`config.mk`:
```
export PLATFORM = sky130hd
export DESIGN_NAME = rca_fifo
export DESIGN_NICKNAME = d
export VERILOG_FILES = /design/src/sv/rca_pkg.sv /design/src/sv/rca_fifo.sv
export SDC_FILE = /design/constraint.sdc
export NUM_CORES = 1
export LEC_CHECK = 0
export BUFFER_PORTS_ARGS = -buffer_cell sky130_fd_sc_hd__buf_2
export CAP_MARGIN = 20
export CORE_ASPECT_RATIO = 1.1
export CORE_MARGIN = 5
export CORE_UTILIZATION = 35
export CTS_BUF_LIST = sky130_fd_sc_hd__clkbuf_8
export DETAILED_ROUTE_END_ITERATION = 8
export HOLD_SLACK_MARGIN = 0.1
export PLACE_DENSITY = 0.59
export SLEW_MARGIN = 15
export SYNTH_ARGS = -nofsm -noshare
export SYNTH_HDL_FRONTEND = slang
export SYNTH_SLANG_ARGS = --single-unit
```
`constraint.sdc`:
```
create_clock -name clk -period 2.95 [get_ports clk]
set_clock_uncertainty 0.05 [all_clocks]
set_input_delay 0 -clock clk [delete_from_list [all_inputs] [get_ports clk]]
set_output_delay 0 -clock clk [all_outputs]
set_load 0.01 [all_outputs]
```
`src/sv/rca_pkg.sv`:
```
// Shared types, constants and helper functions for the RGB555 colour adjust block.
`timescale 1ns / 1ps
`default_nettype none

package rca_pkg;

  localparam int NUM_CH      = 3;
  localparam int CH_W        = 8;
  localparam int FIVE_W      = 5;
  localparam int PIXEL_W     = 15;
  localparam int CURVE_DEPTH = 256;
  localparam int IN_DATA_W   = 32;
  localparam int OUT_DATA_W  = 24;
  localparam int FIFO_DEPTH  = 2;
  localparam int FIFO_PTR_W  = 1;
  localparam int FIFO_CNT_W  = 2;
  localparam int CFG_IDX_W   = 2;

  // Field placement on the input tdata
  localparam int PIX_LO  = 0;
  localparam int CIDX_LO = 15;
  localparam int CVAL_LO = 23;

  // Register indexes on the configuration port
  localparam logic [CFG_IDX_W-1:0] REG_RAMP_EN   = 2'd0;
  localparam logic [CFG_IDX_W-1:0] REG_CONTRAST  = 2'd1;
  localparam logic [CFG_IDX_W-1:0] REG_BRIGHT    = 2'd2;
  localparam logic [CFG_IDX_W-1:0] REG_CURVE_EN  = 2'd3;

  localparam logic [CH_W-1:0] LEVEL_RESET   = 8'd100;
  localparam logic signed [8:0] LEVEL_MID   = 9'sd100;
  localparam logic signed [18:0] ROUND_BIAS = 19'sd127;
  localparam logic [16:0] DIVISOR           = 17'd255;

  typedef enum logic {
    KIND_PIXEL = 1'b0,
    KIND_CURVE = 1'b1
  } kind_t;

  typedef struct packed {
    logic            ramp_en;
    logic [CH_W-1:0] contrast;
    logic [CH_W-1:0] bright;
    logic            curve_en;
  } cfg_t;

  typedef struct packed {
    kind_t                       kind;
    logic [NUM_CH-1:0][CH_W-1:0] chan;
    logic [CH_W-1:0]             cidx;
    logic [CH_W-1:0]             cval;
  } item_t;

  typedef struct packed {
    logic [FIFO_CNT_W-1:0] count;
    logic                  full;
    logic                  empty;
  } fifo_stat_t;

  // Fixed 32-step gamma ramp
  function automatic logic [CH_W-1:0] ramp_lut(input logic [FIVE_W-1:0] v);
    logic [CH_W-1:0] r;
    case (v)
      5'd0:  r = 8'h00;  5'd1:  r = 8'h01;  5'd2:  r = 8'h03;  5'd3:  r = 8'h06;
      5'd4:  r = 8'h0a;  5'd5:  r = 8'h0f;  5'd6:  r = 8'h15;  5'd7:  r = 8'h1c;
      5'd8:  r = 8'h24;  5'd9:  r = 8'h2d;  5'd10: r = 8'h37;  5'd11: r = 8'h42;
      5'd12: r = 8'h4e;  5'd13: r = 8'h5b;  5'd14: r = 8'h69;  5'd15: r = 8'h78;
      5'd16: r = 8'h88;  5'd17: r = 8'h90;  5'd18: r = 8'h98;  5'd19: r = 8'ha0;
      5'd20: r = 8'ha8;  5'd21: r = 8'hb0;  5'd22: r = 8'hb8;  5'd23: r = 8'hc0;
      5'd24: r = 8'hc8;  5'd25: r = 8'hd0;  5'd26: r = 8'hd8;  5'd27: r = 8'he0;
      5'd28: r = 8'he8;  5'd29: r = 8'hf0;  5'd30: r = 8'hf8;  5'd31: r = 8'hff;
      default: r = '0;
    endcase
    return r;
  endfunction

  // Level to signed offset around neutral
  function automatic logic signed [8:0] level_offset(input logic [CH_W-1:0] lvl);
    return $signed({1'b0, lvl}) - LEVEL_MID;
  endfunction

  function automatic logic [CH_W-1:0] clamp_byte(input logic signed [10:0] v);
    logic [CH_W-1:0] r;
    if (v < 0) begin
      r = '0;
    end else if (v > 11'sd255) begin
      r = 8'hff;
    end else begin
      r = v[CH_W-1:0];
    end
    return r;
  endfunction

endpackage

`default_nettype wire

```
`src/sv/rca_fifo.sv`:
```
// Two-entry queue between the front end and the adjust pipeline.
`timescale 1ns / 1ps
`default_nettype none

module rca_fifo (
  input  wire logic             clk,
  input  wire logic             rst_n,
  input  wire logic             push,
  input  wire rca_pkg::item_t   push_item,
  input  wire logic             pop,
  output rca_pkg::item_t        head,
  output rca_pkg::fifo_stat_t   stat
);
  import rca_pkg::*;

  item_t                 slot_r [FIFO_DEPTH];
  logic [FIFO_PTR_W-1:0] wr_ptr_r, rd_ptr_r;
  logic [FIFO_CNT_W-1:0] count_r;

  assign head       = slot_r[rd_ptr_r];
  assign stat.count = count_r;
  assign stat.full  = (count_r == FIFO_CNT_W'(FIFO_DEPTH));
  assign stat.empty = (count_r == '0);

  always_ff @(posedge clk) begin
    if (!rst_n) begin
      wr_ptr_r <= '0;
      rd_ptr_r <= '0;
      count_r  <= '0;
    end else begin
      if (push) begin
        wr_ptr_r <= wr_ptr_r + 1'b1;
      end
      if (pop) begin
        rd_ptr_r <= rd_ptr_r + 1'b1;
      end
      count_r <= count_r + FIFO_CNT_W'(push) - FIFO_CNT_W'(pop);
    end
  end

  always_ff @(posedge clk) begin
    if (push) begin
      slot_r[wr_ptr_r] <= push_item;
    end
  end

endmodule

`default_nettype wire

```
Word-level counts from Yosys, hierarchy flattened
Memory sizes are Yosys's and may differ from the RTL's. A register that Yosys moved wholly into a read port is not among the register bits.
Cells that the tools add are included.
W data, S select, Z words.
{ "totals": {"memories": 1, "ramBits": 82, "input_bits": 45, "latchBits": 0, "regBits": 4, "mem_bits_ro": 0, "word_cells": 14, "out_inout_bits": 45} }
{ "classes": {"eq_ne": 1, "n_reduce_logical": 1, "magnitude_cmp": 0, "bitwise_logic": 0, "mux": 4, "shift": 0, "n_addsub": 4, "div": 0, "n_mul": 0} }
{ "memory_table": {"columns": ["name", "depth", "width", "read_ports", "rd_clocked_by_memory_dff", "wr", "line_no", "rtl"], "rows": [
  ["slot_r", 2, 41, 1, 1, 1, "rca_fifo.sv:16", "item_t slot_r [FIFO_DEPTH];"]
]} }
{ "ops": {"columns": ["op", "count"], "rows": [
  ["$mux W1", 4],
  ["$add A1 B1 Y1 const B", 2],
  ["$add A2 B1 Y2", 1],
  ["$eq A2 B2 Y1 const B", 1],
  ["$logic_not A2 Y1", 1],
  ["$sub A2 B1 Y2", 1]
]} }

Logic depth before layout (Yosys ltp)
Gate-level depths: netlist (run 1).
{ "depth": {"depth_word": 3, "depth_mapped": 6} }

Least setup slack after synthesis (run 1)
No wires, ideal clock.
{ "synth_path": {"path_type": "register -> register", "startpoint": "register wr_ptr_r", "endpoint": "memory slot_r[0][0] (netlist name) (enable)", "path_buffers": 0, "required_ns": 2.455, "setup_ns": 0.445, "path_stages_with_launch": 2, "slack_ns": 0.285, "t_arrival_ns": 2.169, "path_cell_list": "dfxtp_1 > nor2b_1"} }
{ "synth_lines": {"columns": ["item", "line_no", "rtl"], "rows": [
  ["start: declaration", "rca_fifo.sv:17", "logic [FIFO_PTR_W-1:0] wr_ptr_r, rd_ptr_r;"],
  ["start signal: assignment", "rca_fifo.sv:32", "wr_ptr_r <= wr_ptr_r + 1'b1;"],
  ["end: declaration", "rca_fifo.sv:16", null]
]} }
No word-level cell before the write port.

==> summary.txt, run 1 <==
STA
  • Max-slew violations: 0
  • Final setup fails: 0
  • Part of the cycle the worst path needs: 0.6347
  • Slew Limit Headroom: 0.4852
  • RSZ-0062 raised after global routing: false
  • Actual slew at the worst max-slew pin: 0.7721 ns
  • Final Hold Viols: 0
  • Peak Freq: about 530 MHz
  • Min Tclk post-route: 1.872 ns
  • Setup_tns: 0 ns

Die
  • Die H: between 100 and 150 um
  • # rows: 37
  • Full die area: 11760 sq um
  • Core area: ~9400 sq um
  • Initial Utilization: 0.3608
  • Die Wd: approximately 100 um
  • Io pins: 90

Placement
  • Placed Area: 3931 sq um
  • Routability Congestion: ~0.65
  • Hpwl dp: 3739 um
  • Port Buffers: 89

Clock network
  • Total CTS buffers: 9
  • Clk slew on worst S/H paths: around 0.080 ns
  • Clk Latency, worst-skew pair: 0.34 ns
  • Max clock buf depth: 2
  • Sink Count: 87
  • CTS tree: yes
  • Root Buffer: clkbuf_8
  • H-tree Lvls: 3

Logic synthesis
  • Largest cells by area after synthesis: edfxtp_1, mux2_4, dfxtp_1
  • Synth area leader: edfxtp_1
  • Net count after synthesis: 196
  • Share of the synthesized area in the top cell type: 0.7262
  • Syn. warnings: 0
  • Netlist cell types: 14
  • Synthesized cell area: about 3400 sq um
  • Cells after Synth: ~150
  • Post-synthesis average cell area: 22.76 sq um
  • FF+latch count, synth: slightly below 90
  • Register area share after synthesis: 0.7557

Critical path
  • CP Class: flip-flop to output pin
  • Data arrival time of the worst path: roughly 1.8 ns
  • Reg2Reg Setup Slack: about 1.2 ns
  • FF-to-FF path depth: 4
  • Critical Path RT: roughly 2.9 ns
  • Crit path to: head[29]
  • CP Launch Type: flip-flop
  • CP endpoint kind: output pin
  • CP Max Fanout: a little over 40
  • FF-to-FF End: wr_ptr_r
  • Reg2Reg Launch Point: wr_ptr_r

Route
  • DRT Wirelength: 6060 um
  • Via/cell ratio: 4.364
  • Wire per inst: between 10 and 15 um
  • Drt drc: 0
  • Detail Route Antenna Nets: 0
  • Drt first pass iters: 4
  • Iteration-0 DRC count of the detailed router: between 60 and 70
  • Via count: 1811

Flow run
  • Number of max-cap violations: 0

Finish
  • NumNets Final: 340
  • Share of layout cells above drive strength 1: 0.5101
  • Register cell area after layout: 2564 sq um
  • # diodes: 0
  • Most common cell after layout, fill and taps aside: buf_2
  • Final instance area: between 4000 and 5000 sq um
  • Most frequent cells in the layout: buf_2, edfxtp_1, dlygate4sd3_1
  • FILL cells: 818
  • Multi-input logic area: about 740 sq um
  • Area Overhead vs Synth: 36.16%

Pwr
  • Pwr/cell area: 605.8 nW/um^2
  • Maximum vdd drop: between 200 and 300 uV
  • PnR Total Power: 2.797 mW
  • Leak: 1.866 nW

Global routing
  • First-pass GRT wire length: approximately 10000 um
  • Number of global-route vias before repair: slightly above 2000
  • GRT Util Overall: 0.1059
  • Remaining Overflow, GRT: 0
  • Largest net degree at the start of global routing: 43
  • Initial antenna violation count: 0

Worst hold path
  • Min-Delay Path Class: input pin to flip-flop

Outcome
  • Status: finished, final reports clean
==> power by group <==
group / total [mW] / internal (mW) / switching, mW
registers: 1.45 / 1.42 / 0.0216
logic: 0.399 / 0.227 / 0.172
clock network: 0.952 / 0.556 / 0.396
==> metal layers <==
metal  vias to the layer above  GRT usage  wire (um)
met2                        48     0.1849       3191
li1                        860          -          -
met4                         0    0.05440        108
met3                        10    0.03822        339
met5                         -          0          0
met1                       893     0.1125       2421
==> per-stage QoR <==
step / util / setup WS, ns / hold slack, ns / std cells
after floorplan: - / 0.2854 / 0.04887 / 149
after global placement: 0.4183 / 1.411 / 0.1385 / 354
after detailed placement: 0.4183 / 1.407 / 0.1413 / 354
after CTS: 0.4913 / 1.002 / 0.3001 / 415
after global routing: 0.4913 / 0.9595 / 0.3017 / 415
final: 0.4913 / 1.078 / 0.3263 / 415
==> cells by family (layout without fill, tap and decap cells) <==
kind of cell             Yosys count  in the layout  synth area share
multiplexers                      41             41            0.1804
flip-flops                        87             87            0.7557
XOR/XNOR                           2              2          0.009225
adder cells (fa/ha/maj)            2              2          0.007379
buffers and inverters              7            156           0.02915
AND/OR/NAND/NOR                    9              9           0.01586
AO/OA/AOI/OAI                      1              1          0.002215
==> critical path, cell delays in order (launching register included) <==
cell and delay (ns):
dfxtp_2 0.32, buf_4 0.61, mux2_2 0.41, buf_2 0.14
==> registers in the layout (all words and copies together) (netlist names), named ones only <==
| register | cells |
|---|---|
| wr_ptr_r | 1 |
| slot_r | 82 |
| rd_ptr_r | 1 |
| count_r | 2 |
==> worst min path at each step <==
stage	startpoint	to	slack (ns)	cells past startpoint
global route	push_item[39]	slot_r[0][39]	0.30	2
detailed placement	push_item[3]	slot_r[1][3]	0.14	1
finish	push_item[15]	slot_r[1][15]	0.33	2
global placement	push_item[19]	slot_r[0][19]	0.14	1
floorplan	push_item[0]	slot_r[0][0]	0.05	0
CTS	push_item[23]	slot_r[0][23]	0.30	2
==> synthesized netlist by cell type <==
master	number
edfxtp_1	82
dfxtp_1	5
ha_1	2
buf_12	4
mux2_2	1
mux2_4	40
nor2b_1	4
o21a_1	1
nor2_1	1
inv_1	2
xnor3_1	1
and2_1	4
xor2_1	1
buf_6	1
==> repair_timing <==
item,in CTS,in global routing
gates resized for setup,0,0
setup buffers,0,0
hold buffers,45,0
hold endpoints to repair,87,0
==> area by class of cell <==
class / count / share of cell area
Clock inverter: 7 / 0.02412
Clock buffer: 9 / 0.02683
Sequential cell: 87 / 0.5553
Inverter: 2 / 0.001626
Timing Repair Buffer: 138 / 0.2005
Tap cell: 117 / 0.03171
Multi-Input combinational cell: 55 / 0.1599
Note: power is estimated with default switching activity, not from simulation.
==> run 2, diff against run 1 <==
--- a/config.mk
+++ b/config.mk
@@ -13,7 +13,7 @@
 export CTS_BUF_LIST = sky130_fd_sc_hd__clkbuf_8
 export DETAILED_ROUTE_END_ITERATION = 8
 export HOLD_SLACK_MARGIN = 0.1
-export PLACE_DENSITY = 0.59
+export PLACE_DENSITY = 0.61
 export SLEW_MARGIN = 15
 export SYNTH_ARGS = -nofsm -noshare
 export SYNTH_HDL_FRONTEND = slang
==> constraint.sdc (replaced) <==
create_clock -name clk -period 1.6 [get_ports clk]
set_clock_uncertainty 0.05 [all_clocks]
set_input_delay 0 -clock clk [delete_from_list [all_inputs] [get_ports clk]]
set_output_delay 0 -clock clk [all_outputs]
set_load 0.01 [all_outputs]
==> run 2 against run 1 <==
Clock-buffer cell count did not move. Sequential power rose by 84%. Highest routed layer unchanged. Sequential share of layout area fell by 0.12 points. Wire length rose by 0.59%. Clock power rose by 47%. Register-to-register slack got worse by 1.1 ns. Cell area rose by 0.22%. Largest cell class unchanged. Critical path type is now input pin to flip-flop. Power rose by 73%.
==> summary.txt, run 2 (synthesis results as in run 1) <==
Finish
  • Most common cell after layout, fill and taps aside: buf_2 (unchanged)
  • Layout Cells excl Fill: 417 (was 415)
  • Final core utilization: 0.4923 (was 0.4913)
  • Top flop regs: slot_r: 82 flops, count_r: 2 flops (unchanged)
  • Max FFs per register: 82 (unchanged)
  • Most frequent cells in the layout: buf_2, edfxtp_1, dlygate4sd3_1 (unchanged)
  • # diodes: 0 (unchanged)
  • Most flop-heavy register: slot_r (unchanged)
  • Share of layout cells above drive strength 1: 0.5067 (was 0.5101)
  • Area Overhead vs Synth: 36.46% (was 36.16%)
  • NumNets Final: 342 (was 340)

Pwr
  • Maximum vdd drop: 585.8 uV (was 270.5 uV)
  • Pwr/cell area: 1044 nW/um^2 (was 605.8 nW/um^2)
  • PnR Total Power: 4.830 mW (was 2.797 mW)
  • Leak: 1.880 nW (was 1.866 nW)

Clock network
  • CTS tree: yes (unchanged)
  • Total CTS buffers: 9 (unchanged)
  • H-tree Lvls: 3 (unchanged)
  • Max clock buf depth: 2 (unchanged)
  • Sink Count: 87 (unchanged)
  • Post-CTS setup buffer count: 0 (unchanged)
  • Clk slew on worst S/H paths: 0.08 ns (about the same)
  • Clk Latency, worst-skew pair: 0.33 ns (was 0.34 ns)
  • Root Buffer: clkbuf_8 (unchanged)

Die
  • Full die area: 11760 sq um (unchanged)
  • Initial Utilization: 0.3608 (unchanged)
  • Die Wd: 103.8 um (unchanged)
  • Io pins: 90 (unchanged)
  • # rows: 37 (unchanged)
  • Core area: 9398 sq um (unchanged)
  • Die H: 113.2 um (unchanged)

Global routing
  • Number of global-route vias before repair: 1994 (was 2030)
  • Largest net degree at the start of global routing: 42 (was 43)
  • GRT Util Overall: 0.1027 (was 0.1059)
  • Initial antenna violation count: 0 (unchanged)
  • First-pass GRT wire length: 9397 um (was 9742 um)
  • Remaining Overflow, GRT: 0 (unchanged)

Route
  • DRT Wirelength: 6096 um (was 6060 um)
  • Drt drc: 0 (unchanged)
  • Detail Route Antenna Nets: 0 (unchanged)
  • Via count: 1804 (was 1811)
  • Iteration-0 DRC count of the detailed router: 60 (was 61)
  • Drt first pass iters: 4 (unchanged)
  • Via/cell ratio: 4.326 (was 4.364)
  • Wire per inst: 14.62 um (was 14.60 um)

Worst hold path
  • HP Start: push_item[37] (was push_item[15])
  • Hold Path Cell Cnt: 2 (unchanged)
  • Hold Crit Endpoint: slot_r[1][37] (was slot_r[1][15])
  • Min-Delay Path Class: input pin to flip-flop (unchanged)

Placement
  • Placed cells: 355 (was 354)
  • Port Buffers: 89 (unchanged)
  • Routability Congestion: 0.6530 (was 0.6472)
  • Hpwl dp: 3732 um (was 3739 um)

Flow run
  • Number of max-cap violations: 0 (unchanged)

Critical path
  • CP Max Fanout: 22 (was 41)
  • Critical Path RT: 1.77 ns (was 2.90 ns)
  • FF-to-FF path depth: 4 (unchanged)
  • CP Launch Type: input pin (was flip-flop)
  • CP Class: input pin to flip-flop (was flip-flop to output pin)
  • FF-to-FF End: wr_ptr_r (unchanged)
  • Data arrival time of the worst path: 1.71 ns (was 1.82 ns)
  • CP endpoint kind: flip-flop (was output pin)
  • Reg2Reg Setup Slack: 0.08 ns (was 1.15 ns)
  • Reg2Reg Launch Point: wr_ptr_r (unchanged)

STA
  • Min Tclk post-route: around 1.5 ns
  • Slew Limit Headroom: 0.8129 (was 0.4852)
  • Part of the cycle the worst path needs: 0.9614
  • Actual slew at the worst max-slew pin: 0.2807 ns (was 0.7721 ns)
  • Final setup fails: 0 (unchanged)
  • Peak Freq: approximately 650 MHz
  • Setup_tns: 0 ns (unchanged)
  • Final Hold Viols: 0 (unchanged)
  • Max-slew violations: 0 (unchanged)
  • RSZ-0062 raised after global routing: false (unchanged)

Outcome
  • Status: finished, final reports clean (unchanged)
==> run 2: layout make-up <==
| type | instances | area [sq um] |
|---|---|---|
| Fill cell | 794 | 4771 |
| Clock buffer | 9 | 123.9 |
| Sequential cell | 87 | 2564 |
| Tap cell | 117 | 146.4 |
| Clock inverter | 7 | 60.06 |
| Timing Repair Buffer | 140 | 987.2 |
| Multi-Input combinational cell | 55 | 738.2 |
| Inverter | 2 | 7.507 |
==> run 2: worst max-delay path: stages <==
cell	delay (ns)
dlygate4sd3_1	0.52
buf_2	0.15
nor2b_4	0.13
buf_6	0.18
o21a_1	0.19
dlygate4sd3_1	0.54
==> run 2: how the worst max path moves through the flow <==
stage | start | to | slack, ns | cells past startpoint
detailed placement | count_r[0] | count_r[1] | 0.29 | 6
global placement | count_r[0] | count_r[1] | 0.36 | 6
CTS | flip-flop | head[29] | 0.01 | 3
finish | push | wr_ptr_r | 0.06 | 6
global route | wr_ptr_r | wr_ptr_r | 0.03 | 4
floorplan | wr_ptr_r | slot_r[0][0] | 0.18 | 1
==> run 2: layer usage <==
layer,share of wire,vias to the layer above,global-route usage
li1,-,868,-
met1,0.39,880,0.1085
met2,0.55,47,0.1862
met3,0.046,9,0.03423
met4,0.017,0,0.04404
met5,0,-,0
==> run 2: stage by stage <==
stage	hold WS [ns]	cell area, sq um	setup WS (ns)
after floorplan	0.04887	3400	0.1784
after global placement	0.1381	3964	0.3577
after detailed placement	0.1411	3964	0.2878
after CTS	0.3058	4598	0.01171
after global routing	0.3098	4627	0.03277
final	0.3257	4627	0.06170
==> run 2: where the power goes <==
| group | internal, mW | switching, mW |
|---|---|---|
| sequential | 2.63 | 0.0426 |
| combinational | 0.439 | 0.323 |
| clock | 0.703 | 0.696 |
==> run 2: timing repair <==
action / 4_1_cts / 5_1_grt
hold buffers: 45 / 0
setup endpoints to repair: 0 / 2
hold endpoints to repair: 87 / 0
gates resized for setup: 0 / 1
