### src/sv/rca_pkg.sv
// Shared types, constants and helper functions for the RGB555 colour adjust block.
`timescale 1ns / 1ps
`default_nettype none

package rca_pkg;

  localparam int NUM_CH      = 3;
  localparam int CH_W        = 8;
  localparam int FIVE_W      = 5;
  localparam int PIXEL_W     = 15;
  localparam int CURVE_DEPTH = 256;
  localparam int IN_DATA_W   = 32;
  localparam int OUT_DATA_W  = 24;
  localparam int FIFO_DEPTH  = 2;
  localparam int FIFO_PTR_W  = 1;
  localparam int FIFO_CNT_W  = 2;
  localparam int CFG_IDX_W   = 2;

  // Field placement on the input tdata
  localparam int PIX_LO  = 0;
  localparam int CIDX_LO = 15;
  localparam int CVAL_LO = 23;

  // Register indexes on the configuration port
  localparam logic [CFG_IDX_W-1:0] REG_RAMP_EN   = 2'd0;
  localparam logic [CFG_IDX_W-1:0] REG_CONTRAST  = 2'd1;
  localparam logic [CFG_IDX_W-1:0] REG_BRIGHT    = 2'd2;
  localparam logic [CFG_IDX_W-1:0] REG_CURVE_EN  = 2'd3;

  localparam logic [CH_W-1:0] LEVEL_RESET   = 8'd100;
  localparam logic signed [8:0] LEVEL_MID   = 9'sd100;
  localparam logic signed [18:0] ROUND_BIAS = 19'sd127;
  localparam logic [16:0] DIVISOR           = 17'd255;

  typedef enum logic {
    KIND_PIXEL = 1'b0,
    KIND_CURVE = 1'b1
  } kind_t;

  typedef struct packed {
    logic            ramp_en;
    logic [CH_W-1:0] contrast;
    logic [CH_W-1:0] bright;
    logic            curve_en;
  } cfg_t;

  typedef struct packed {
    kind_t                       kind;
    logic [NUM_CH-1:0][CH_W-1:0] chan;
    logic [CH_W-1:0]             cidx;
    logic [CH_W-1:0]             cval;
  } item_t;

  typedef struct packed {
    logic [FIFO_CNT_W-1:0] count;
    logic                  full;
    logic                  empty;
  } fifo_stat_t;

  // Fixed 32-step gamma ramp
  function automatic logic [CH_W-1:0] ramp_lut(input logic [FIVE_W-1:0] v);
    logic [CH_W-1:0] r;
    case (v)
      5'd0:  r = 8'h00;  5'd1:  r = 8'h01;  5'd2:  r = 8'h03;  5'd3:  r = 8'h06;
      5'd4:  r = 8'h0a;  5'd5:  r = 8'h0f;  5'd6:  r = 8'h15;  5'd7:  r = 8'h1c;
      5'd8:  r = 8'h24;  5'd9:  r = 8'h2d;  5'd10: r = 8'h37;  5'd11: r = 8'h42;
      5'd12: r = 8'h4e;  5'd13: r = 8'h5b;  5'd14: r = 8'h69;  5'd15: r = 8'h78;
      5'd16: r = 8'h88;  5'd17: r = 8'h90;  5'd18: r = 8'h98;  5'd19: r = 8'ha0;
      5'd20: r = 8'ha8;  5'd21: r = 8'hb0;  5'd22: r = 8'hb8;  5'd23: r = 8'hc0;
      5'd24: r = 8'hc8;  5'd25: r = 8'hd0;  5'd26: r = 8'hd8;  5'd27: r = 8'he0;
      5'd28: r = 8'he8;  5'd29: r = 8'hf0;  5'd30: r = 8'hf8;  5'd31: r = 8'hff;
      default: r = '0;
    endcase
    return r;
  endfunction

  // Level to signed offset around neutral
  function automatic logic signed [8:0] level_offset(input logic [CH_W-1:0] lvl);
    return $signed({1'b0, lvl}) - LEVEL_MID;
  endfunction

  function automatic logic [CH_W-1:0] clamp_byte(input logic signed [10:0] v);
    logic [CH_W-1:0] r;
    if (v < 0) begin
      r = '0;
    end else if (v > 11'sd255) begin
      r = 8'hff;
    end else begin
      r = v[CH_W-1:0];
    end
    return r;
  endfunction

endpackage

`default_nettype wire

### src/sv/rca_front.sv
// Front end: accept beats, classify them and widen or ramp-map each channel.
`timescale 1ns / 1ps
`default_nettype none

module rca_front (
  input  wire logic                           in_tvalid,
  output logic                                in_tready,
  input  wire logic [rca_pkg::IN_DATA_W-1:0]  in_tdata,
  input  wire logic                           in_tuser,
  input  wire rca_pkg::cfg_t                  cfg,
  input  wire logic                           q_full,
  output logic                                q_push,
  output rca_pkg::item_t                      q_item
);
  import rca_pkg::*;

  logic [PIXEL_W-1:0] pixel;

  assign pixel     = in_tdata[PIX_LO +: PIXEL_W];
  assign in_tready = !q_full;
  assign q_push    = in_tvalid && !q_full;

  always_comb begin
    q_item.kind = kind_t'(in_tuser);
    q_item.cidx = in_tdata[CIDX_LO +: CH_W];
    q_item.cval = in_tdata[CVAL_LO +: CH_W];
    for (int i = 0; i < NUM_CH; i++) begin
      // lane i takes pixel bits i*5 up, so the top lane lands in the top result byte
      if (cfg.ramp_en) begin
        q_item.chan[i] = ramp_lut(pixel[i*FIVE_W +: FIVE_W]);
      end else begin
        q_item.chan[i] = {pixel[i*FIVE_W +: FIVE_W],
                          pixel[i*FIVE_W + 2 +: 3]};
      end
    end
  end

endmodule

`default_nettype wire

### config.mk
export PLATFORM = sky130hd
export DESIGN_NAME = rca_front
export DESIGN_NICKNAME = d
export VERILOG_FILES = /design/src/sv/rca_pkg.sv /design/src/sv/rca_front.sv
export SDC_FILE = /design/constraint.sdc
export NUM_CORES = 1
export LEC_CHECK = 0
export ABC_CLOCK_PERIOD_IN_PS = 1400
export BUFFER_PORTS_ARGS = -buffer_cell sky130_fd_sc_hd__clkbuf_2
export CAP_MARGIN = 20
export CORE_AREA = 3 3 58 87
export DETAILED_ROUTE_END_ITERATION = 7
export DIE_AREA = 0 0 61 90
export PLACE_DENSITY = 0.62
export SLEW_MARGIN = 20
export SYNTH_ARGS = -nofsm -noshare
export SYNTH_HDL_FRONTEND = slang
export SYNTH_SLANG_ARGS = --single-unit
### constraint.sdc
create_clock -name vclk -period 1.4
set_input_delay 0.07 -clock vclk [all_inputs]
set_output_delay 0.07 -clock vclk [all_outputs]
set_load 0.1 [all_outputs]
Word level (Yosys, flattened, before mapping)
Memories as Yosys holds them, arrays and structs flattened.
Index checks and enable logic that the tools add are counted.
{"block": "totals", "regBits": 0, "mem_bits_ro": 768, "inputBits": 53, "out_inout_bits": 43, "word_cells": 8, "memories": 3}
{"name": "(no name shown)", "words": 32, "word_bits": 8, "rd": 1, "rd_ports_with_merged_regs": 0, "wr": 0, "line_no": "rca_pkg.sv:63", "source": "case (v)"}
{"name": "(no name shown)", "words": 32, "word_bits": 8, "rd": 1, "rd_ports_with_merged_regs": 0, "wr": 0, "line_no": "rca_pkg.sv:63"}
{"name": "(no name shown)", "words": 32, "word_bits": 8, "rd": 1, "rd_ports_with_merged_regs": 0, "wr": 0, "line_no": "rca_pkg.sv:63"}
{"block": "op_classes", "muxes": 3, "n_reduce_logical": 2}
{"cell": "$mux W8", "count": 3}
{"cell": "$logic_and A1 B1 Y1", "count": 1}
{"cell": "$logic_not A1 Y1", "count": 1}

Longest topological paths before layout
Gate-level depths: netlist (run 1).
{"block": "depth", "depth_word": 2, "mapped_depth": 5, "depth_no_buf": 5}

Worst setup path after synthesis (run 1)
OpenSTA, ideal clock, no wires.
{"block": "synth_path", "kind": "input-to-output", "from": "input port in_tdata[1] (netlist name)", "to": "output port q_item[19] (netlist name)", "t_arrival_ns": 2.168, "t_required_ns": 1.330, "path_slack_ns": -0.838, "stages": 5, "path_buffers": 0, "cell_sequence": "inv_1 > ha_1 > a21oi_1 > a211o_1 > a31oi_1"}
{"element": "from (decl)", "line_no": "rca_front.sv:8", "source": "input wire logic [rca_pkg::IN_DATA_W-1:0] in_tdata,"}
{"element": "to (decl)", "line_no": "rca_front.sv:13", "source": "output rca_pkg::item_t q_item"}

==> flow_summary_export.csv, run 1 <==
group,metric,value,unit
final_layout,design.seq.count,0,
power_and_ir_drop,power_leakage,1.02,nW
worst_setup_path,crit_fanout,6,
placement,gp_congestion,0.808,
drt,first_pass_iters,3,
global_routing,grt_max_degree,16,
final_layout,post-route-util,51.3,%
synth,yosys-top-cells-area,"ha_1 (23%), buf_4 (13%), mux4_2 (5.2%)",
placement,dp_hpwl,3.01,mm
synth,synth_nets,257,
die,io_pins,96,
run_status,outcome,"finished, final reports clean",
worst_setup_path,critPathRequiredTime,1.33,ns
synth,synth-seq-area-share,0,%
drt,wl_per_cell,13.5,µm
synth,yosys_warnings,0,
sta,maxSlewHeadroom,64.1,%
worst_setup_path,worstSetupStartpointType,"primary input",
placement,numPortBuffers,44,
drt,drc,0,
drt,routed_via_density,5.24,
clock_tree,post-cts-setup-buffer-count,0,
final_layout,area_delta_synth_final,69.6,%
drt,antenna_left,0,
flow_run,max_cap_viol_count,0,
drt,met3_length,132,µm
synth,synth.distinct_cells,34,
sta,fmax,733,MHz
final_layout,clockBufferCount,0,
drt,wl_met2,2.05,mm
global_routing,grt_remaining_overflow,0,
drt,top_layer,"met4",
worst_setup_path,timing.critical_path.mode_cell,"buf_12",
sta,tns,0,ns
placement,pre_cts_ws,-0.122,ns
worst_setup_path,worst_setup_path_end_kind,"primary output",
global_routing,antenna_found_initial,0,
sta,fin_hold_ws,0.140,ns
final_layout,n_antenna_cell,0,
synth,synthTopCellsByCount,"ha_1 (24), buf_4 (22), inv_1 (16), nand2_1 (11)",
power_and_ir_drop,powerDensity,563,nW/µm²
die,dieArea,5490,µm²
die,start_util,30.2,%
global_routing,grt_pass1_vias,1405,
final_layout,ff_latch_area,0,µm²
synth,avgSynthCellArea,7.25,µm²
synth,syn_inst,180,
synth,yosysTopAreaCellShare,23.0,%
sta,worst_slack,0.0351,ns
sta,hold_viol,0,
final_layout,drive_above_1_share,49.1,%
global_routing,grt_pass1_wl,6.11,mm
sta,post-route-min-period,1.36,ns
worst_setup_path,path_cells,"buf_12 -> ha_1 -> mux4_2 -> a22o_1 -> buf_12",
sta,period_share,97.5,%
die,die_w,61,µm
power_and_ir_drop,ir_worst_vdd,0.298,mV
drt,wirelength,3.62,mm
synth,synth_area_leader_cell,"ha_1",
synth,yosysMostFrequentCell,"ha_1",
sta,setup_viol,0,
hold_path,hold_path_startpoint,"in_tdata[17]",
hold_path,hp-class,"in -> out",
final_layout,nNetsFinal,301,
worst_setup_path,critPathSlowestCell,"mux4_2",
worst_setup_path,max_stage_delay,0.45,ns
drt,drtIter0Drc,36,
worst_setup_path,cp.arrival,1.29,ns
die,row_count,29,
die,die_y,90,µm
global_routing,grtUsageTotal,13.3,%
sta,worstMarginPinSlew,0.541,ns
synth,syn_area,1310,µm²
worst_setup_path,cp-startpoint,"in_tdata[0]",
sta,rsz0062_at_grt,"false",
die,core_area,4320,µm²
drt,vias,1404,
sta,drv_slew,0,
drt,wl_met1,1.34,mm
final_layout,nFillCells,405,
worst_setup_path,worstSetupPathType,"in -> out",
final_layout,multi_input_area,1230,µm²
[power by group]
group	leakage, nW	internal, mW	switching, mW
Clock	0	0	0
Combinational	1.02	0.462	0.784
Sequential	0	0	0
Total	1.02	0.462	0.784
[critical path: cells and delay by family]
kind            cells  cell delay [ns]
mux                 1             0.45
compound gates      1             0.27
fa+ha+maj           1             0.21
buf+inv             2             0.29
[final cells by class]
class	count	share of cell area, %
inverter	17	4.47
multi-input combinational	130	55.5
timing repair buffer	75	37.5
tap	46	2.60
[path summary, 6_finish.rpt]
kind                         end  cells past startpoint  slack [ns]
worst max-delay path  q_item[18]                      5        0.04
worst min-delay path  q_item[10]                      0        0.14
[through the flow]
stage / total power [mW] / instance area [µm²] / std cells
after floorplan: 1.04 / 1560 / 180
after global placement: 1.23 / 2160 / 268
after detailed placement: 1.24 / 2160 / 268
after CTS: 1.25 / 2200 / 268
after global routing: 1.31 / 2210 / 268
final: 1.25 / 2210 / 268
[routing by layer]
layer | vias to the layer above | track usage, %
li1 | 701 | -
met1 | 658 | 14.6
met2 | 33 | 25.4
met3 | 12 | 0.860
met4 | 0 | 3.98
met5 | - | 0
[timing repair]
action | in CTS | in global routing
resized for setup | 10 | 8
setup endpoints to repair | 5 | 4
gates cloned | 0 | 0
pin swaps | 3 | 3
hold buffers | 0 | 0
[cells by family after synthesis]
group           count (synthesis)  synth area share [%]
buf+inv                        50                  22.1
compound gates                 55                  29.0
fa+ha+maj                      24                  23.0
simple gates                   43                  16.8
mux                             8                  9.01
[layout by cell type, fill, tap and decap left out, types with 2 or more instances in the layout]
cell	instances
ha_1	15
mux4_2	3
nor2b_1	2
and3_1	3
a21oi_1	7
o2bb2ai_4	3
o21ai_0	4
clkbuf_2	17
a31oi_1	5
inv_6	2
buf_6	2
a22o_1	5
buf_4	30
o211ai_1	3
nand3_1	5
o21ai_4	3
ha_2	3
and2_1	2
a21o_1	2
nand2_1	11
o21ai_1	5
buf_12	23
a211o_1	3
o31ai_1	2
nor2_1	9
ha_4	6
inv_4	2
a211oi_1	3
mux2i_1	5
inv_1	10
nand2b_1	7
Note: power is estimated with default switching activity, not from simulation.
==> run 2: changes to the inputs <==
- CORE_AREA: 3 3 58 87 -> 4 4 59 88
- DIE_AREA: 0 0 61 90 -> 0 0 63 92
==> flow_summary_export.csv, run 2 (synthesis gave the netlist of run 1 again) <==
group,metric,value,unit
sta,drv_slew,0,
worst_setup_path,cp.arrival,1.30,ns
drt,routed_via_density,5.21,
sta,hold_viol,0,
final_layout,clockBufferCount,0,
sta,setup_viol,0,
placement,numPortBuffers,44,
worst_setup_path,crit_fanout,5,
power_and_ir_drop,ir_worst_vdd,0.281,mV
die,io_pins,96,
die,die_w,63,µm
drt,antenna_left,0,
worst_setup_path,worst_setup_path_end_kind,"primary output",
worst_setup_path,worstSetupStartpointType,"primary input",
die,core_area,4470,µm²
sta,fin_hold_ws,0.140,ns
die,dieArea,5800,µm²
placement,placed_cell_area,2150,µm²
final_layout,area_delta_synth_final,69.8,%
sta,worst_slack,0.0272,ns
power_and_ir_drop,seq_power_share,0,%
worst_setup_path,path_cells,"buf_8 -> inv_8 -> ha_4 -> inv_2 -> mux4_2 -> a22o_1 -> buf_12",
global_routing,grt_pass1_vias,1445,
global_routing,grt_max_degree,14,
power_and_ir_drop,p_sw_share,63.2,%
drt,wl_per_cell,13.9,µm
drt,vias,1408,
power_and_ir_drop,p_int,0.461,mW
global_routing,grt_remaining_overflow,0,
final_layout,nFillCells,418,
die,die_y,92,µm
drt,drtIter0Drc,44,
sta,tns,0,ns
final_layout,design.seq.count,0,
final_layout,n_antenna_cell,0,
worst_setup_path,critPathRequiredTime,1.33,ns
worst_setup_path,worstSetupPathType,"in -> out",
sta,fmax,728,MHz
flow_run,max_cap_viol_count,0,
final_layout,multi_input_area,1240,µm²
placement,dp_hpwl,3.18,mm
drt,first_pass_iters,4,
drt,wirelength,3.77,mm
drt,drc,0,
final_layout,final_area,2220,µm²
power_and_ir_drop,p_switching,0.790,mW
final_layout,drive_above_1_share,50.0,%
global_routing,grt_pass1_wl,6.53,mm
placement,pre_cts_ws,-0.117,ns
sta,period_share,98.1,%
clock_tree,post-cts-setup-buffer-count,0,
sta,rsz0062_at_grt,"false",
final_layout,final_common_cell,"buf_4",
final_layout,nNetsFinal,301,
worst_setup_path,critPathSlowestCell,"mux4_2",
power_and_ir_drop,clkPwrFrac,0,%
placement,gp_congestion,0.872,
clock_tree,hold_buffers,0,
final_layout,mostFrequentLayoutCells,"buf_4 (32), buf_12 (22), ha_1 (15), clkbuf_2 (15), nand2_1 (11)",
global_routing,antenna_found_initial,0,
global_routing,grtUsageTotal,13.2,%
power_and_ir_drop,power_leakage,1.01,nW
sta,post-route-min-period,1.37,ns
final_layout,post-route-util,49.6,%
placement,dp.cells,270,
final_layout,final_cells,270,
power_and_ir_drop,total_power,1.25,mW
sta,worstMarginPinSlew,0.542,ns
die,start_util,29.2,%
final_layout,ff_latch_area,0,µm²
run_status,outcome,"finished, final reports clean",
worst_setup_path,max_stage_delay,0.44,ns
die,row_count,30,
power_and_ir_drop,combinationalPowerShare,100.0,%
power_and_ir_drop,powerDensity,565,nW/µm²
hold_path,hp-class,"in -> out",
sta,maxSlewHeadroom,64.0,%
## run 2: metal layers
layer | track usage [%] | up-vias | share of wire, %
met5 | 0 | - | 0
met4 | 4.05 | 0 | 2.8
met3 | 0.735 | 15 | 4.2
met2 | 26.3 | 36 | 55
met1 | 14.3 | 657 | 38
li1 | - | 700 | -
## run 2: power groups by stage
stage                     Clock (mW)  Sequential [mW]  Combinational, mW
after floorplan                    0                0               1.04
after global routing               0                0               1.31
after detailed placement           0                0               1.24
after global placement             0                0               1.23
after CTS                          0                0               1.25
final                              0                0               1.25
## run 2: worst max-delay path: cells and delay by family
family,cells,cell delay (ns)
buffers and inverters,4,0.38
AOI/OAI and AO/OA,1,0.28
adders and majority gates,1,0.12
muxes,1,0.44
## run 2: path summary, 6_finish.rpt
| path | from | end | slack (ns) | depth (start not counted) |
|---|---|---|---|---|
| max | in_tdata[1] | q_item[18] | 0.03 | 7 |
| min | in_tdata[25] | q_item[2] | 0.14 | 0 |
## run 2: layout make-up
cell class / count / share of cell area (%)
well taps: 48 / 2.71
inverters: 17 / 4.46
multi-input cells: 130 / 56.1
repair buffers: 75 / 36.7
## run 2: timing repair
action,CTS,global route
pin swaps,2,6
gates resized for setup,9,14
endpoints found under the setup margin,5,8
==> run 3: changes to the inputs <==
- ABC_CLOCK_PERIOD_IN_PS: 1400 -> 1150
- CORE_AREA: 4 4 59 88 -> 4 4 71 73
- DIE_AREA: 0 0 63 92 -> 0 0 75 77
- PLACE_DENSITY: 0.62 -> 0.65
- clock period: 1.4 -> 1.15 ns (I/O delays scaled with it)
==> flow_summary_export.csv, run 3 (synthesis gave the netlist of run 1 again) <==
group,metric,value,unit
power_and_ir_drop,p_switching,1.03,mW
flow_run,max_cap_viol_count,0,
placement,numPortBuffers,44,
placement,placed_cell_area,2420,µm²
sta,fmax,739,MHz
sta,post-route-min-period,1.35,ns
final_layout,ff_latch_area,0,µm²
drt,drc,0,
global_routing,grt_remaining_overflow,0,
drt,wl_per_cell,14.4,µm
final_layout,nNetsFinal,315,
run_status,violations,"negative setup slack",
worst_setup_path,worst_setup_path_end_kind,"primary output",
final_layout,final_area,2720,µm²
hold_path,hold_path_startpoint,"in_tdata[20]",
sta,rsz0062_at_grt,"true",
final_layout,drive_above_1_share,65.7,%
sta,maxSlewHeadroom,64.3,%
drt,antenna_left,0,
clock_tree,hold_buffers,0,
drt,wirelength,4.15,mm
worst_setup_path,crit_family,"multiplexers",
global_routing,grt_pass1_wl,6.61,mm
sta,setup_viol,11,
worst_setup_path,worstSetupPathType,"in -> out",
die,io_pins,96,
power_and_ir_drop,p_sw_share,59.6,%
die,start_util,30.0,%
final_layout,post-route-util,62.4,%
placement,dp_hpwl,3.34,mm
power_and_ir_drop,power_leakage,1.17,nW
die,core_area,4350,µm²
sta,drv_slew,0,
drt,drtIter0Drc,69,
power_and_ir_drop,combinationalPowerShare,100.0,%
power_and_ir_drop,p_int,0.698,mW
final_layout,area_delta_synth_final,108,%
final_layout,final_common_cell,"buf_4",
final_layout,multi_input_area,1430,µm²
placement,gp_congestion,0.854,
die,die_y,77,µm
power_and_ir_drop,powerDensity,637,nW/µm²
power_and_ir_drop,ir_worst_vdd,0.414,mV
final_layout,clockBufferCount,0,
worst_setup_path,path_cells,"clkbuf_16 -> inv_12 -> ha_4 -> inv_2 -> mux4_2 -> a22o_4 -> buf_12",
sta,fin_hold_ws,0.115,ns
run_status,outcome,"complete, but fails checks",
die,row_count,24,
final_layout,n_antenna_cell,0,
power_and_ir_drop,clkPwrFrac,0,%
power_and_ir_drop,seq_power_share,0,%
drt,first_pass_iters,4,
placement,pre_cts_ws,-0.334,ns
final_layout,nFillCells,325,
worst_setup_path,critPathSlowestCell,"mux4_2",
sta,tns,-1.17,ns
worst_setup_path,worstSetupStartpointType,"primary input",
sta,period_share,118,%
worst_setup_path,critPathRequiredTime,1.09,ns
sta,worst_slack,-0.203,ns
global_routing,antenna_found_initial,0,
final_layout,mostFrequentLayoutCells,"buf_4 (43), buf_12 (25), clkbuf_2 (11)",
worst_setup_path,cp.arrival,1.30,ns
global_routing,grt_max_degree,16,
worst_setup_path,cp-startpoint,"in_tdata[0]",
global_routing,grt_pass1_vias,1411,
final_layout,design.seq.count,0,
worst_setup_path,max_stage_delay,0.46,ns
drt,routed_via_density,5.05,
worst_setup_path,cp.buffers_inverters,4,
worst_setup_path,crit_fanout,4,
hold_path,hp-class,"in -> out",
die,dieArea,5780,µm²
die,die_w,75,µm
sta,hold_viol,0,
sta,worstMarginPinSlew,0.538,ns
global_routing,grtUsageTotal,13.8,%
drt,vias,1455,
-- run 3: through the flow --
stage,total power [mW],instances
detailed placement,1.61,285
CTS,1.69,287
finish,1.73,288
global placement,1.60,285
global route,1.81,288
floorplan,1.30,180
-- run 3: path summary, 6_finish.rpt --
path,end,slack [ns],cells after the start
worst min-delay path,q_item[13],0.12,0
worst max-delay path,q_item[18],-0.20,7
-- run 3: repair_timing --
| item | CTS | global route |
|---|---|---|
| gates cloned | 0 | 0 |
| gates resized for setup | 34 | 22 |
| endpoints found under the setup margin | 19 | 18 |
| setup buffers | 2 | 1 |
| pin swaps | 17 | 10 |
-- run 3: metal layers --
layer  vias up  track usage (%)  share of wire (%)
li1        735                -                  -
met1       679             17.0                 40
met2        39             25.7                 54
met3         2             1.57                6.1
met4         0             1.07               0.34
met5         -                0                  0
-- run 3: layout make-up --
| type | instances | area share (%) |
|---|---|---|
| timing repair buffer | 89 | 39.5 |
| multi-input combinational | 130 | 52.7 |
| inverter | 17 | 5.35 |
| tap | 52 | 2.40 |
-- run 3: power by group through the flow --
stage	clock (mW)	combinational, mW	sequential (mW)
floorplan	0	1.30	0
finish	0	1.73	0
CTS	0	1.69	0
global route	0	1.81	0
detailed placement	0	1.61	0
global placement	0	1.60	0
